`src/rtl/bcd_pkg.sv`:
```
// Shared types, constants and divide helpers for the BC1..BC5 texel decoder.
// No dependencies; every other file of the block imports this package.
package bcd_pkg;

    // Block format codes held in the format register
    localparam logic [2:0] FMT_BC1 = 3'd0;
    localparam logic [2:0] FMT_BC2 = 3'd1;
    localparam logic [2:0] FMT_BC3 = 3'd2;
    localparam logic [2:0] FMT_BC4 = 3'd3;
    localparam logic [2:0] FMT_BC5 = 3'd4;

    // Datapath widths of the rounding divider
    localparam int X_W       = 17;   // dividend 2*K*N + D
    localparam int Y_W       = 9;    // divisor 2*D
    localparam int Q_W       = 9;    // quotient estimate
    localparam int RCP_SHIFT = 24;   // reciprocal scale 2^RCP_SHIFT

    // Reciprocals floor(2^RCP_SHIFT / (2*D)) for every divisor in use
    localparam int unsigned RCP_1   = (1 << RCP_SHIFT) / 2;
    localparam int unsigned RCP_5   = (1 << RCP_SHIFT) / 10;
    localparam int unsigned RCP_7   = (1 << RCP_SHIFT) / 14;
    localparam int unsigned RCP_31  = (1 << RCP_SHIFT) / 62;
    localparam int unsigned RCP_62  = (1 << RCP_SHIFT) / 124;
    localparam int unsigned RCP_93  = (1 << RCP_SHIFT) / 186;
    localparam int unsigned RCP_63  = (1 << RCP_SHIFT) / 126;
    localparam int unsigned RCP_126 = (1 << RCP_SHIFT) / 252;
    localparam int unsigned RCP_189 = (1 << RCP_SHIFT) / 378;

    // Divisor D of a rounded quotient round(N'/D); DV_1 passes a value through
    typedef enum logic [3:0] {
        DV_1, DV_5, DV_7, DV_31, DV_62, DV_93, DV_63, DV_126, DV_189
    } t_div;

    // One alpha-style half: two endpoints and the selected 3-bit index
    typedef struct packed {
        logic [7:0] a0;
        logic [7:0] a1;
        logic [2:0] idx;
    } t_ahalf;

    // Fields pulled out of the block for one texel
    typedef struct packed {
        logic [2:0]  fmt;
        logic [15:0] c0;
        logic [15:0] c1;
        logic [1:0]  cidx;
        logic        three;
        t_ahalf      alo;
        t_ahalf      ahi;
        logic [3:0]  nib;
    } t_s1;

    // One output channel ready for the divider: value = floor(x / (2*D))
    typedef struct packed {
        logic [X_W-1:0] x;
        t_div           dv;
    } t_lane;

    // Register enables of the four pipeline stages
    typedef struct packed {
        logic en1;
        logic en2;
        logic en3;
        logic en4;
    } t_stage_en;

    // Divisor 2*D for a divisor code
    function automatic logic [Y_W-1:0] div_den(input t_div dv);
        logic [Y_W-1:0] y;
        case (dv)
            DV_1:    y = 9'd2;
            DV_5:    y = 9'd10;
            DV_7:    y = 9'd14;
            DV_31:   y = 9'd62;
            DV_62:   y = 9'd124;
            DV_93:   y = 9'd186;
            DV_63:   y = 9'd126;
            DV_126:  y = 9'd252;
            DV_189:  y = 9'd378;
            default: y = 9'd2;
        endcase
        return y;
    endfunction

    // Reciprocal of 2*D for a divisor code
    function automatic logic [RCP_SHIFT-1:0] div_rcp(input t_div dv);
        logic [RCP_SHIFT-1:0] r;
        case (dv)
            DV_1:    r = RCP_SHIFT'(RCP_1);
            DV_5:    r = RCP_SHIFT'(RCP_5);
            DV_7:    r = RCP_SHIFT'(RCP_7);
            DV_31:   r = RCP_SHIFT'(RCP_31);
            DV_62:   r = RCP_SHIFT'(RCP_62);
            DV_93:   r = RCP_SHIFT'(RCP_93);
            DV_63:   r = RCP_SHIFT'(RCP_63);
            DV_126:  r = RCP_SHIFT'(RCP_126);
            DV_189:  r = RCP_SHIFT'(RCP_189);
            default: r = RCP_SHIFT'(RCP_1);
        endcase
        return r;
    endfunction

endpackage

```
`src/rtl/bcd_extract.sv`:
```
// Stage 1: pick the color half by format and select the texel's color and alpha indices.
// Depends on bcd_pkg.
module bcd_extract
    import bcd_pkg::*;
(
    input  logic        i_clk,
    input  logic        i_en,
    input  logic [2:0]  i_fmt,
    input  logic [63:0] i_block_low,
    input  logic [63:0] i_block_high,
    input  logic [3:0]  i_texel,
    output t_s1         o_s1
);

    logic [63:0] color_half;
    logic [31:0] cidx_vec;
    logic [47:0] aidx_lo_vec;
    logic [47:0] aidx_hi_vec;
    logic [63:0] nib_vec;
    logic [5:0]  a_shift;
    t_s1         n_s1;
    t_s1         r_s1;

    // BC1 keeps its color in the low half, BC2 and BC3 in the high half
    assign color_half = (i_fmt == FMT_BC1) ? i_block_low : i_block_high;
    assign a_shift    = ({2'b00, i_texel} << 1) + {2'b00, i_texel};

    assign cidx_vec    = color_half[63:32] >> {i_texel, 1'b0};
    assign aidx_lo_vec = i_block_low[63:16] >> a_shift;
    assign aidx_hi_vec = i_block_high[63:16] >> a_shift;
    assign nib_vec     = i_block_low >> {i_texel, 2'b00};

    always_comb begin
        n_s1.fmt     = i_fmt;
        n_s1.c0      = color_half[15:0];
        n_s1.c1      = color_half[31:16];
        n_s1.cidx    = cidx_vec[1:0];
        // three-color mode exists only for BC1
        n_s1.three   = (i_fmt == FMT_BC1) && (color_half[15:0] <= color_half[31:16]);
        n_s1.alo.a0  = i_block_low[7:0];
        n_s1.alo.a1  = i_block_low[15:8];
        n_s1.alo.idx = aidx_lo_vec[2:0];
        n_s1.ahi.a0  = i_block_high[7:0];
        n_s1.ahi.a1  = i_block_high[15:8];
        n_s1.ahi.idx = aidx_hi_vec[2:0];
        n_s1.nib     = nib_vec[3:0];
    end

    // Hold while the next stage is stalled
    always_ff @(posedge i_clk) begin
        if (i_en) begin
            r_s1 <= n_s1;
        end
    end

    assign o_s1 = r_s1;

endmodule

```
`src/rtl/bcd_lane_setup.sv`:
```
// Stage 2: form the weighted endpoint sum and divisor of each output channel.
// Depends on bcd_pkg.
module bcd_lane_setup
    import bcd_pkg::*;
(
    input  logic  i_clk,
    input  logic  i_en,
    input  t_s1   i_s1,
    output t_lane o_red,
    output t_lane o_green,
    output t_lane o_blue,
    output t_lane o_alpha
);

    t_lane n_red;
    t_lane n_green;
    t_lane n_blue;
    t_lane n_alpha;
    t_lane r_red;
    t_lane r_green;
    t_lane r_blue;
    t_lane r_alpha;
    logic  transparent;

    // Pass a finished 8-bit value through the divider unchanged
    function automatic t_lane direct_lane(input logic [7:0] v);
        t_lane l;
        l.x  = {8'b0, v, 1'b1};
        l.dv = DV_1;
        return l;
    endfunction

    // Color channel: x = 510*(wa*e0 + wb*e1) + D, D = den * channel max
    function automatic t_lane color_lane(input logic [5:0] e0, input logic [5:0] e1,
                                         input logic [1:0] cidx, input logic three,
                                         input logic six);
        logic [1:0] wa;
        logic [1:0] wb;
        logic [7:0] n;
        logic [7:0] d;
        t_lane      l;
        case (cidx)
            2'd0: begin
                wa = 2'd1; wb = 2'd0;
                l.dv = six ? DV_63 : DV_31;
            end
            2'd1: begin
                wa = 2'd0; wb = 2'd1;
                l.dv = six ? DV_63 : DV_31;
            end
            2'd2: begin
                if (three) begin
                    wa = 2'd1; wb = 2'd1;
                    l.dv = six ? DV_126 : DV_62;
                end else begin
                    wa = 2'd2; wb = 2'd1;
                    l.dv = six ? DV_189 : DV_93;
                end
            end
            default: begin
                wa = 2'd1; wb = 2'd2;
                l.dv = six ? DV_189 : DV_93;
            end
        endcase
        n   = 8'(wa) * 8'(e0) + 8'(wb) * 8'(e1);
        d   = 8'(div_den(l.dv) >> 1);
        l.x = (X_W'(n) << 9) - (X_W'(n) << 1) + X_W'(d);
        return l;
    endfunction

    // Alpha-style channel: 8- or 6-entry palette from two 8-bit endpoints
    function automatic t_lane alpha_lane(input t_ahalf h);
        logic [3:0]  wa;
        logic [3:0]  wb;
        logic [10:0] n;
        t_lane       l;
        wa = 4'd0;
        wb = 4'd0;
        n  = 11'd0;
        if (h.idx == 3'd0) begin
            l = direct_lane(h.a0);
        end else if (h.idx == 3'd1) begin
            l = direct_lane(h.a1);
        end else if (h.a0 > h.a1) begin
            wa   = 4'd8 - {1'b0, h.idx};
            wb   = {1'b0, h.idx} - 4'd1;
            n    = 11'(wa) * 11'(h.a0) + 11'(wb) * 11'(h.a1);
            l.x  = (X_W'(n) << 1) + X_W'(7);
            l.dv = DV_7;
        end else if (h.idx == 3'd6) begin
            l = direct_lane(8'd0);
        end else if (h.idx == 3'd7) begin
            l = direct_lane(8'd255);
        end else begin
            wa   = 4'd6 - {1'b0, h.idx};
            wb   = {1'b0, h.idx} - 4'd1;
            n    = 11'(wa) * 11'(h.a0) + 11'(wb) * 11'(h.a1);
            l.x  = (X_W'(n) << 1) + X_W'(5);
            l.dv = DV_5;
        end
        return l;
    endfunction

    // BC1 three-color mode, last palette entry: transparent black
    assign transparent = i_s1.three && (i_s1.cidx == 2'd3);

    // Route each channel by block format
    always_comb begin
        n_red   = direct_lane(8'd0);
        n_green = direct_lane(8'd0);
        n_blue  = direct_lane(8'd0);
        n_alpha = direct_lane(8'd0);
        case (i_s1.fmt)
            FMT_BC1, FMT_BC2, FMT_BC3: begin
                n_red   = color_lane({1'b0, i_s1.c0[15:11]}, {1'b0, i_s1.c1[15:11]},
                                     i_s1.cidx, i_s1.three, 1'b0);
                n_green = color_lane(i_s1.c0[10:5], i_s1.c1[10:5],
                                     i_s1.cidx, i_s1.three, 1'b1);
                n_blue  = color_lane({1'b0, i_s1.c0[4:0]}, {1'b0, i_s1.c1[4:0]},
                                     i_s1.cidx, i_s1.three, 1'b0);
                if (i_s1.fmt == FMT_BC1) begin
                    n_alpha = direct_lane(8'd255);
                end else if (i_s1.fmt == FMT_BC2) begin
                    n_alpha = direct_lane({i_s1.nib, i_s1.nib});
                end else begin
                    n_alpha = alpha_lane(i_s1.alo);
                end
                if (transparent) begin
                    n_red   = direct_lane(8'd0);
                    n_green = direct_lane(8'd0);
                    n_blue  = direct_lane(8'd0);
                    n_alpha = direct_lane(8'd0);
                end
            end
            FMT_BC4: begin
                n_red   = alpha_lane(i_s1.alo);
                n_alpha = direct_lane(8'd255);
            end
            FMT_BC5: begin
                n_red   = alpha_lane(i_s1.alo);
                n_green = alpha_lane(i_s1.ahi);
                n_alpha = direct_lane(8'd255);
            end
            default: begin
                n_red   = direct_lane(8'd0);
            end
        endcase
    end

    // Hold while the next stage is stalled
    always_ff @(posedge i_clk) begin
        if (i_en) begin
            r_red   <= n_red;
            r_green <= n_green;
            r_blue  <= n_blue;
            r_alpha <= n_alpha;
        end
    end

    assign o_red   = r_red;
    assign o_green = r_green;
    assign o_blue  = r_blue;
    assign o_alpha = r_alpha;

endmodule

```
`src/rtl/bcd_round_div.sv`:
```
// Stages 3 and 4: rounded divide of one channel by a small constant set,
// reciprocal multiply then a one-step correction. Depends on bcd_pkg.
module bcd_round_div
    import bcd_pkg::*;
(
    input  logic       i_clk,
    input  logic       i_en3,
    input  logic       i_en4,
    input  t_lane      i_lane,
    output logic [7:0] o_value
);

    logic [X_W+RCP_SHIFT-1:0] prod;
    logic [Q_W-1:0]           n_q0;
    logic [Q_W-1:0]           r_q0;
    logic [X_W-1:0]           r_x;
    t_div                     r_dv;
    logic [Y_W-1:0]           y;
    logic [Q_W+Y_W-1:0]       qy;
    logic [Q_W+Y_W-1:0]       rem;
    logic [Q_W-1:0]           q;
    logic [7:0]               r_value;

    // Estimate: never above the true quotient, at most one below
    assign prod = (X_W+RCP_SHIFT)'(i_lane.x) * (X_W+RCP_SHIFT)'(div_rcp(i_lane.dv));
    assign n_q0 = prod[RCP_SHIFT +: Q_W];

    always_ff @(posedge i_clk) begin
        if (i_en3) begin
            r_q0 <= n_q0;
            r_x  <= i_lane.x;
            r_dv <= i_lane.dv;
        end
    end

    // Correct the estimate by one where the remainder reaches the divisor
    assign y   = div_den(r_dv);
    assign qy  = (Q_W+Y_W)'(r_q0) * (Q_W+Y_W)'(y);
    assign rem = (Q_W+Y_W)'(r_x) - qy;
    assign q   = r_q0 + ((rem >= (Q_W+Y_W)'(y)) ? Q_W'(1) : Q_W'(0));

    always_ff @(posedge i_clk) begin
        if (i_en4) begin
            r_value <= q[7:0];
        end
    end

    assign o_value = r_value;

endmodule

```
`src/rtl/bc_block_texel_decoder.sv`:
```
// Top level of the BC1..BC5 texel decoder: handshakes, format register, stage control.
// Depends on bcd_pkg, bcd_extract, bcd_lane_setup and bcd_round_div.
//
// Decodes one texel of a compressed 4x4 block (BC1, BC2, BC3, BC4 or BC5, chosen
// by the format register) to 8-bit RGBA. The pipeline has four register stages:
// index extraction, palette weighting, reciprocal multiply, and remainder
// correction into the output register. A transaction is accepted every cycle
// while the output side keeps up. The first stage captures the input at the
// accepting edge; the texel then passes through the second, third and fourth
// stage registers, and o_valid is the valid bit of the fourth. The four stage
// registers carry their own valid bits, so a stall on the output side backs up
// only the stages that are full. Write the format register only while no
// texel is in flight.
module bc_block_texel_decoder
    import bcd_pkg::*;
(
    input  logic        i_clk,
    input  logic        i_rst_n,
    // format register write
    input  logic        i_cfg_valid,
    output logic        o_cfg_ready,
    input  logic [2:0]  i_cfg_data,
    // block input
    input  logic        i_valid,
    output logic        o_ready,
    input  logic [63:0] i_block_low,
    input  logic [63:0] i_block_high,
    input  logic [1:0]  i_texel_x,
    input  logic [1:0]  i_texel_y,
    // texel output
    output logic        o_valid,
    input  logic        i_ready,
    output logic [7:0]  o_red,
    output logic [7:0]  o_green,
    output logic [7:0]  o_blue,
    output logic [7:0]  o_alpha
);

    logic [2:0] r_block_format;
    logic       r_v1;
    logic       r_v2;
    logic       r_v3;
    logic       r_v4;
    t_stage_en  en;
    t_s1        s1;
    t_lane      lane_red;
    t_lane      lane_green;
    t_lane      lane_blue;
    t_lane      lane_alpha;

    // Format register
    assign o_cfg_ready = 1'b1;

    always_ff @(posedge i_clk) begin
        if (!i_rst_n) begin
            r_block_format <= FMT_BC1;
        end else if (i_cfg_valid) begin
            r_block_format <= i_cfg_data;
        end
    end

    // Advance a stage when it is empty or its contents move on
    assign en.en4 = !r_v4 || i_ready;
    assign en.en3 = !r_v3 || en.en4;
    assign en.en2 = !r_v2 || en.en3;
    assign en.en1 = !r_v1 || en.en2;
    assign o_ready = en.en1;
    assign o_valid = r_v4;

    always_ff @(posedge i_clk) begin
        if (!i_rst_n) begin
            r_v1 <= 1'b0;
            r_v2 <= 1'b0;
            r_v3 <= 1'b0;
            r_v4 <= 1'b0;
        end else begin
            if (en.en1) begin
                r_v1 <= i_valid;
            end
            if (en.en2) begin
                r_v2 <= r_v1;
            end
            if (en.en3) begin
                r_v3 <= r_v2;
            end
            if (en.en4) begin
                r_v4 <= r_v3;
            end
        end
    end

    // Stage 1: extract
    bcd_extract u_extract (
        .i_clk        (i_clk),
        .i_en         (en.en1),
        .i_fmt        (r_block_format),
        .i_block_low  (i_block_low),
        .i_block_high (i_block_high),
        .i_texel      ({i_texel_y, i_texel_x}),
        .o_s1         (s1)
    );

    // Stage 2: palette weights
    bcd_lane_setup u_lane_setup (
        .i_clk   (i_clk),
        .i_en    (en.en2),
        .i_s1    (s1),
        .o_red   (lane_red),
        .o_green (lane_green),
        .o_blue  (lane_blue),
        .o_alpha (lane_alpha)
    );

    // Stages 3 and 4: rounded divide per channel
    bcd_round_div u_div_red (
        .i_clk   (i_clk),
        .i_en3   (en.en3),
        .i_en4   (en.en4),
        .i_lane  (lane_red),
        .o_value (o_red)
    );

    bcd_round_div u_div_green (
        .i_clk   (i_clk),
        .i_en3   (en.en3),
        .i_en4   (en.en4),
        .i_lane  (lane_green),
        .o_value (o_green)
    );

    bcd_round_div u_div_blue (
        .i_clk   (i_clk),
        .i_en3   (en.en3),
        .i_en4   (en.en4),
        .i_lane  (lane_blue),
        .o_value (o_blue)
    );

    bcd_round_div u_div_alpha (
        .i_clk   (i_clk),
        .i_en3   (en.en3),
        .i_en4   (en.en4),
        .i_lane  (lane_alpha),
        .o_value (o_alpha)
    );

endmodule

```
`config.mk`:
```
export PLATFORM = sky130hd
export DESIGN_NAME = bc_block_texel_decoder
export DESIGN_NICKNAME = d
export VERILOG_FILES = /design/src/rtl/bcd_pkg.sv /design/src/rtl/bcd_extract.sv /design/src/rtl/bcd_lane_setup.sv /design/src/rtl/bcd_round_div.sv /design/src/rtl/bc_block_texel_decoder.sv
export SDC_FILE = /design/constraint.sdc
export NUM_CORES = 2
export LEC_CHECK = 0
export BUFFER_PORTS_ARGS = -buffer_cell sky130_fd_sc_hd__buf_2
export CAP_MARGIN = 10
export CORE_MARGIN = 2
export CORE_UTILIZATION = 45
export CTS_BUF_LIST = sky130_fd_sc_hd__clkbuf_16
export CTS_CLUSTER_SIZE = 12
export DETAILED_ROUTE_END_ITERATION = 10
export SETUP_SLACK_MARGIN = 0.3
export SYNTH_ARGS = -nofsm -noshare
export SYNTH_HDL_FRONTEND = slang
export SYNTH_HIERARCHICAL = 1
export SYNTH_SLANG_ARGS = --single-unit
export TNS_END_PERCENT = 20
```
`constraint.sdc`:
```
create_clock -name i_clk -period 8.4 [get_ports i_clk]
set_input_delay 0.84 -clock i_clk [delete_from_list [all_inputs] [get_ports i_clk]]
set_output_delay 0.84 -clock i_clk [all_outputs]
set_load 0.05 [all_outputs]
```
==> metrics.md <==
| Metric | Value |
|---|---|
| Crit path kind | register to register |
| Register bit total from synthesis | 342 |
| Initial antenna violation count | 16 |
| Count of cell types in the netlist | 127 |
| Layout cell share with drive strength beyond 1 | just over 7% |
| GR Overflow Total | 0 |
| Clk slew on worst S/H paths | 0.06 ns |
| Crit path required time | 8.76 ns |
| R2r setup slk | ~0.75 ns |
| DRC violations left | 0 |
| Vias in the first global route | ~62k |
| Max Cap Violations | 0 |
| Setup TNS Final | 0 ns |
| Worst Path Max Fanout | 17 |
| CTS tree | yes |
| WL final | 225,500 um |
| Hold Path Stages | 3 |
| Num ports | roughly 180 |
| Fin. Hold Viols | 0 |
| Maximum operating frequency | around 130 MHz |
| Drt first-iter violations | between 4k and 5k |
| Sequential area share after synthesis | approximately 12% |
| Worst hold start | i_valid |
| Tcrit/Tclk final | 91.04% |
| Worst slew margin | 25.27% |
| Top FF cell, synth | edfxtp_1 |
| Die height | 425.5 um |
| Worst Setup Start Kind | register |
| Root Buffer | clkbuf_16 |
| CTS resizes | 0 |
| CTS Buf Count | 46 |
| RSZ-0062 raised after global routing | false |
| Fillers | ~17k |
| Setup violations, final | 0 |
| Vias/cell | roughly 5.4 |
| Depth of the CTS H-tree | 2 |
| Final Max Slew Viols | 0 |
| Antenna Nets Post-Route | 0 |
| First-pass GRT wire length | approximately 360,000 um |
| Average wire per standard cell | 20.60 um |
| Core area | 176,300 um2 |
| R2R Path End | u_div_alpha/r_q0[2]$_DFFE_PP_ |
| Synthesized area | around 80,000 um2 |
| Starting Density | a little under half |
| Die Wd | ~430 um |
| Number of detailed-route iterations in the first pass | 7 |
| Worst R2R Path Depth | 22 |
| Hold-fix buffers, CTS | 0 |
| EDFF count, synth | ~310 |
| Syn. warnings | 6 |
| Arrival time at the worst endpoint | between 8 and 9 ns |
| Clock Path Buffers | 3 |
| Cells after Synth | 8,517 |
| Final Skew | ~0.033 ns |
| Final HPWL DP | 184,100 um |
| Min-Delay Endpoint | r_v1$_SDFFE_PN0P_ |
| Vias after detailed routing | ~59k |
| HP Class | input pin to register |
| RD Place Congestion | 0.9360 |
| Reg-to-reg startpoint | u_lane_setup/o_alpha[0]$_DFFE_PP_ |
| Final min period | 7.647 ns |
| Post-Syn Area per Cell | 9.386 um2 |
| Standard-cell rows | roughly 150 |
| Later-pin clock latency in the skew report | 0.65 ns |
| Fraction of registers with async set/reset | 0% |
| Nets | between 10k and 15k |
| Pin count of the biggest net entering global routing | 76 |
| Worst-margin pin slew | ~1.1 ns |
| Setup bufs post-CTS | 0 |
| Status | complete, no violations |
| Clk sinks | ~340 |
| Die Footprint | approximately 180,000 um2 |
| Layout area overhead | 6.445% |
| Critical path endpoint category | register |
| Port bufs | approximately 170 |
| Total global routing track utilization | ~25% |
cells in the mapped netlist, types with 23 or more instances:
cell	n	area share, %
mux4_2	108	3.0
inv_1	1972	9.3
buf_2	23	0.14
xor2_1	70	0.77
edfxtp_1	307	12
nand3_1	81	0.51
ha_1	872	14
nand4_1	35	0.27
and3_1	93	0.73
nor3_1	60	0.38
clkbuf_1	246	1.2
a21o_1	60	0.56
fa_1	1350	34
and2_1	640	5.0
nand2_1	956	4.5
xnor2_1	197	2.2
o21a_1	39	0.37
mux2i_1	74	0.93
mux2_2	40	0.56
o21ai_0	190	1.2
nor2b_1	48	0.38
nor2_1	220	1.0
or3_1	25	0.20
a31oi_1	32	0.25
dfxtp_1	35	0.88
a21oi_1	231	1.4
nand2b_1	75	0.59
o211ai_1	26	0.24
a211oi_1	33	0.31
layout make-up:
type	instances	area, um2	area share (%)
Timing Repair Buffer	286	1720	2.022
Inverter	1975	7422	8.722
Clock buffer	52	1301	1.529
Multi-Input combinational cell	5911	61440	72.20
Antenna cell	9	22.52	0.02647
Clock inverter	33	342.8	0.4029
Sequential cell	342	9920	11.66
Tap cell	2340	2928	3.441
kinds of logic (layout without fill, tap and decap cells):
logic type / Yosys count / count (layout) / share of synthesized area [%]
multiplexers: 226 / 226 / 4.631
buffers and inverters: 2275 / 2346 / 10.87
XOR/XNOR: 272 / 272 / 3.050
adder cells (fa/ha/maj): 2224 / 2224 / 47.48
AND/OR/NAND/NOR: 2348 / 2348 / 14.80
flip-flops: 342 / 342 / 12.41
AO/OA/AOI/OAI: 827 / 827 / 6.742
other: 3 / 23 / 0.01408
stage by stage:
stage	setup WS [ns]	cell area (um2)	instances	utilization [%]	hold WS (ns)
after floorplan	1.731	79990	8528	-	0.4206
after detailed placement	0.8452	83430	10850	47.32	0.4669
after global routing	0.3110	85080	10940	48.26	0.3741
final	0.7527	85100	10950	48.27	0.4115
after global placement	0.9498	83430	10850	47.32	0.4402
after CTS	0.8203	85070	10940	48.25	0.3618
critical path, cell delays in order, from the launching register on:
cell	delay [ns]
edfxtp_1	0.58
inv_1	0.15
ha_1	0.45
mux2i_1	0.13
o21ai_2	0.78
nand2_1	0.19
fa_1	0.57
inv_1	0.05
fa_1	0.53
inv_1	0.05
fa_1	0.54
fa_1	0.45
fa_1	0.54
inv_1	0.05
fa_1	0.47
ha_1	0.35
and4_1	0.24
and3_1	0.22
a22oi_2	0.25
a21oi_2	0.16
o31ai_2	0.30
nor3b_1	0.23
nor3_1	0.10
metal layers:
| layer | routed length (um) | global-route usage [%] |
|---|---|---|
| met5 | 72 | 0 |
| met3 | 16240 | 4.058 |
| met2 | 103700 | 40.56 |
| met1 | 98840 | 35.69 |
| met4 | 6635 | 6.667 |
worst max path at each step:
stage | start | end | slack [ns] | cells past startpoint
final | u_lane_setup/o_alpha[0]$_DFFE_PP_ | u_div_alpha/r_q0[2]$_DFFE_PP_ | 0.75 | 22
after floorplan | u_lane_setup/o_alpha[1]$_DFFE_PP_ | u_div_alpha/r_q0[5]$_DFFE_PP_ | 1.73 | 24
after detailed placement | u_lane_setup/o_alpha[0]$_DFFE_PP_ | u_div_alpha/r_q0[2]$_DFFE_PP_ | 0.85 | 22
after global routing | u_lane_setup/o_red[0]$_DFFE_PP_ | u_div_red/r_q0[8]$_DFFE_PP_ | 0.31 | 26
after CTS | u_lane_setup/o_alpha[0]$_DFFE_PP_ | u_div_alpha/r_q0[2]$_DFFE_PP_ | 0.82 | 22
after global placement | u_lane_setup/o_alpha[0]$_DFFE_PP_ | u_div_alpha/r_q0[2]$_DFFE_PP_ | 0.95 | 22
placed cells by master, fill, tap and decap left out, types with 40 or more instances in the layout:
cell          n
inv_1      1976
fa_1       1350
nand2_1     955
ha_1        871
and2_1      640
edfxtp_1    307
a21oi_1     229
nor2_1      220
xnor2_1     197
o21ai_0     190
buf_2       172
buf_4       113
mux4_2      108
and3_1       93
nand3_1      81
nand2b_1     75
mux2i_1      73
xor2_1       69
a21o_1       60
nor3_1       60
clkbuf_16    52
nor2b_1      48
mux2_2       40
flip-flops by register name (all words and copies together) (netlist names), 8 cells and up:
name and cells:
u_extract/o_s1 80, u_lane_setup/o_green 21, u_lane_setup/o_blue 20, u_lane_setup/o_red 20, u_div_alpha/r_x 17, u_div_blue/r_x 17, u_div_green/r_x 17, u_div_red/r_x 17
u_lane_setup/o_alpha 14, u_div_alpha/r_q0 9, u_div_blue/r_q0 9, u_div_green/r_q0 9, u_div_red/r_q0 9, u_div_alpha/o_value 8, u_div_blue/o_value 8, u_div_green/o_value 8
u_div_red/o_value 8
Power is left out: the tool's default activity adds up to more than one toggle a clock period on the data nets, which glitch-free logic cannot reach.
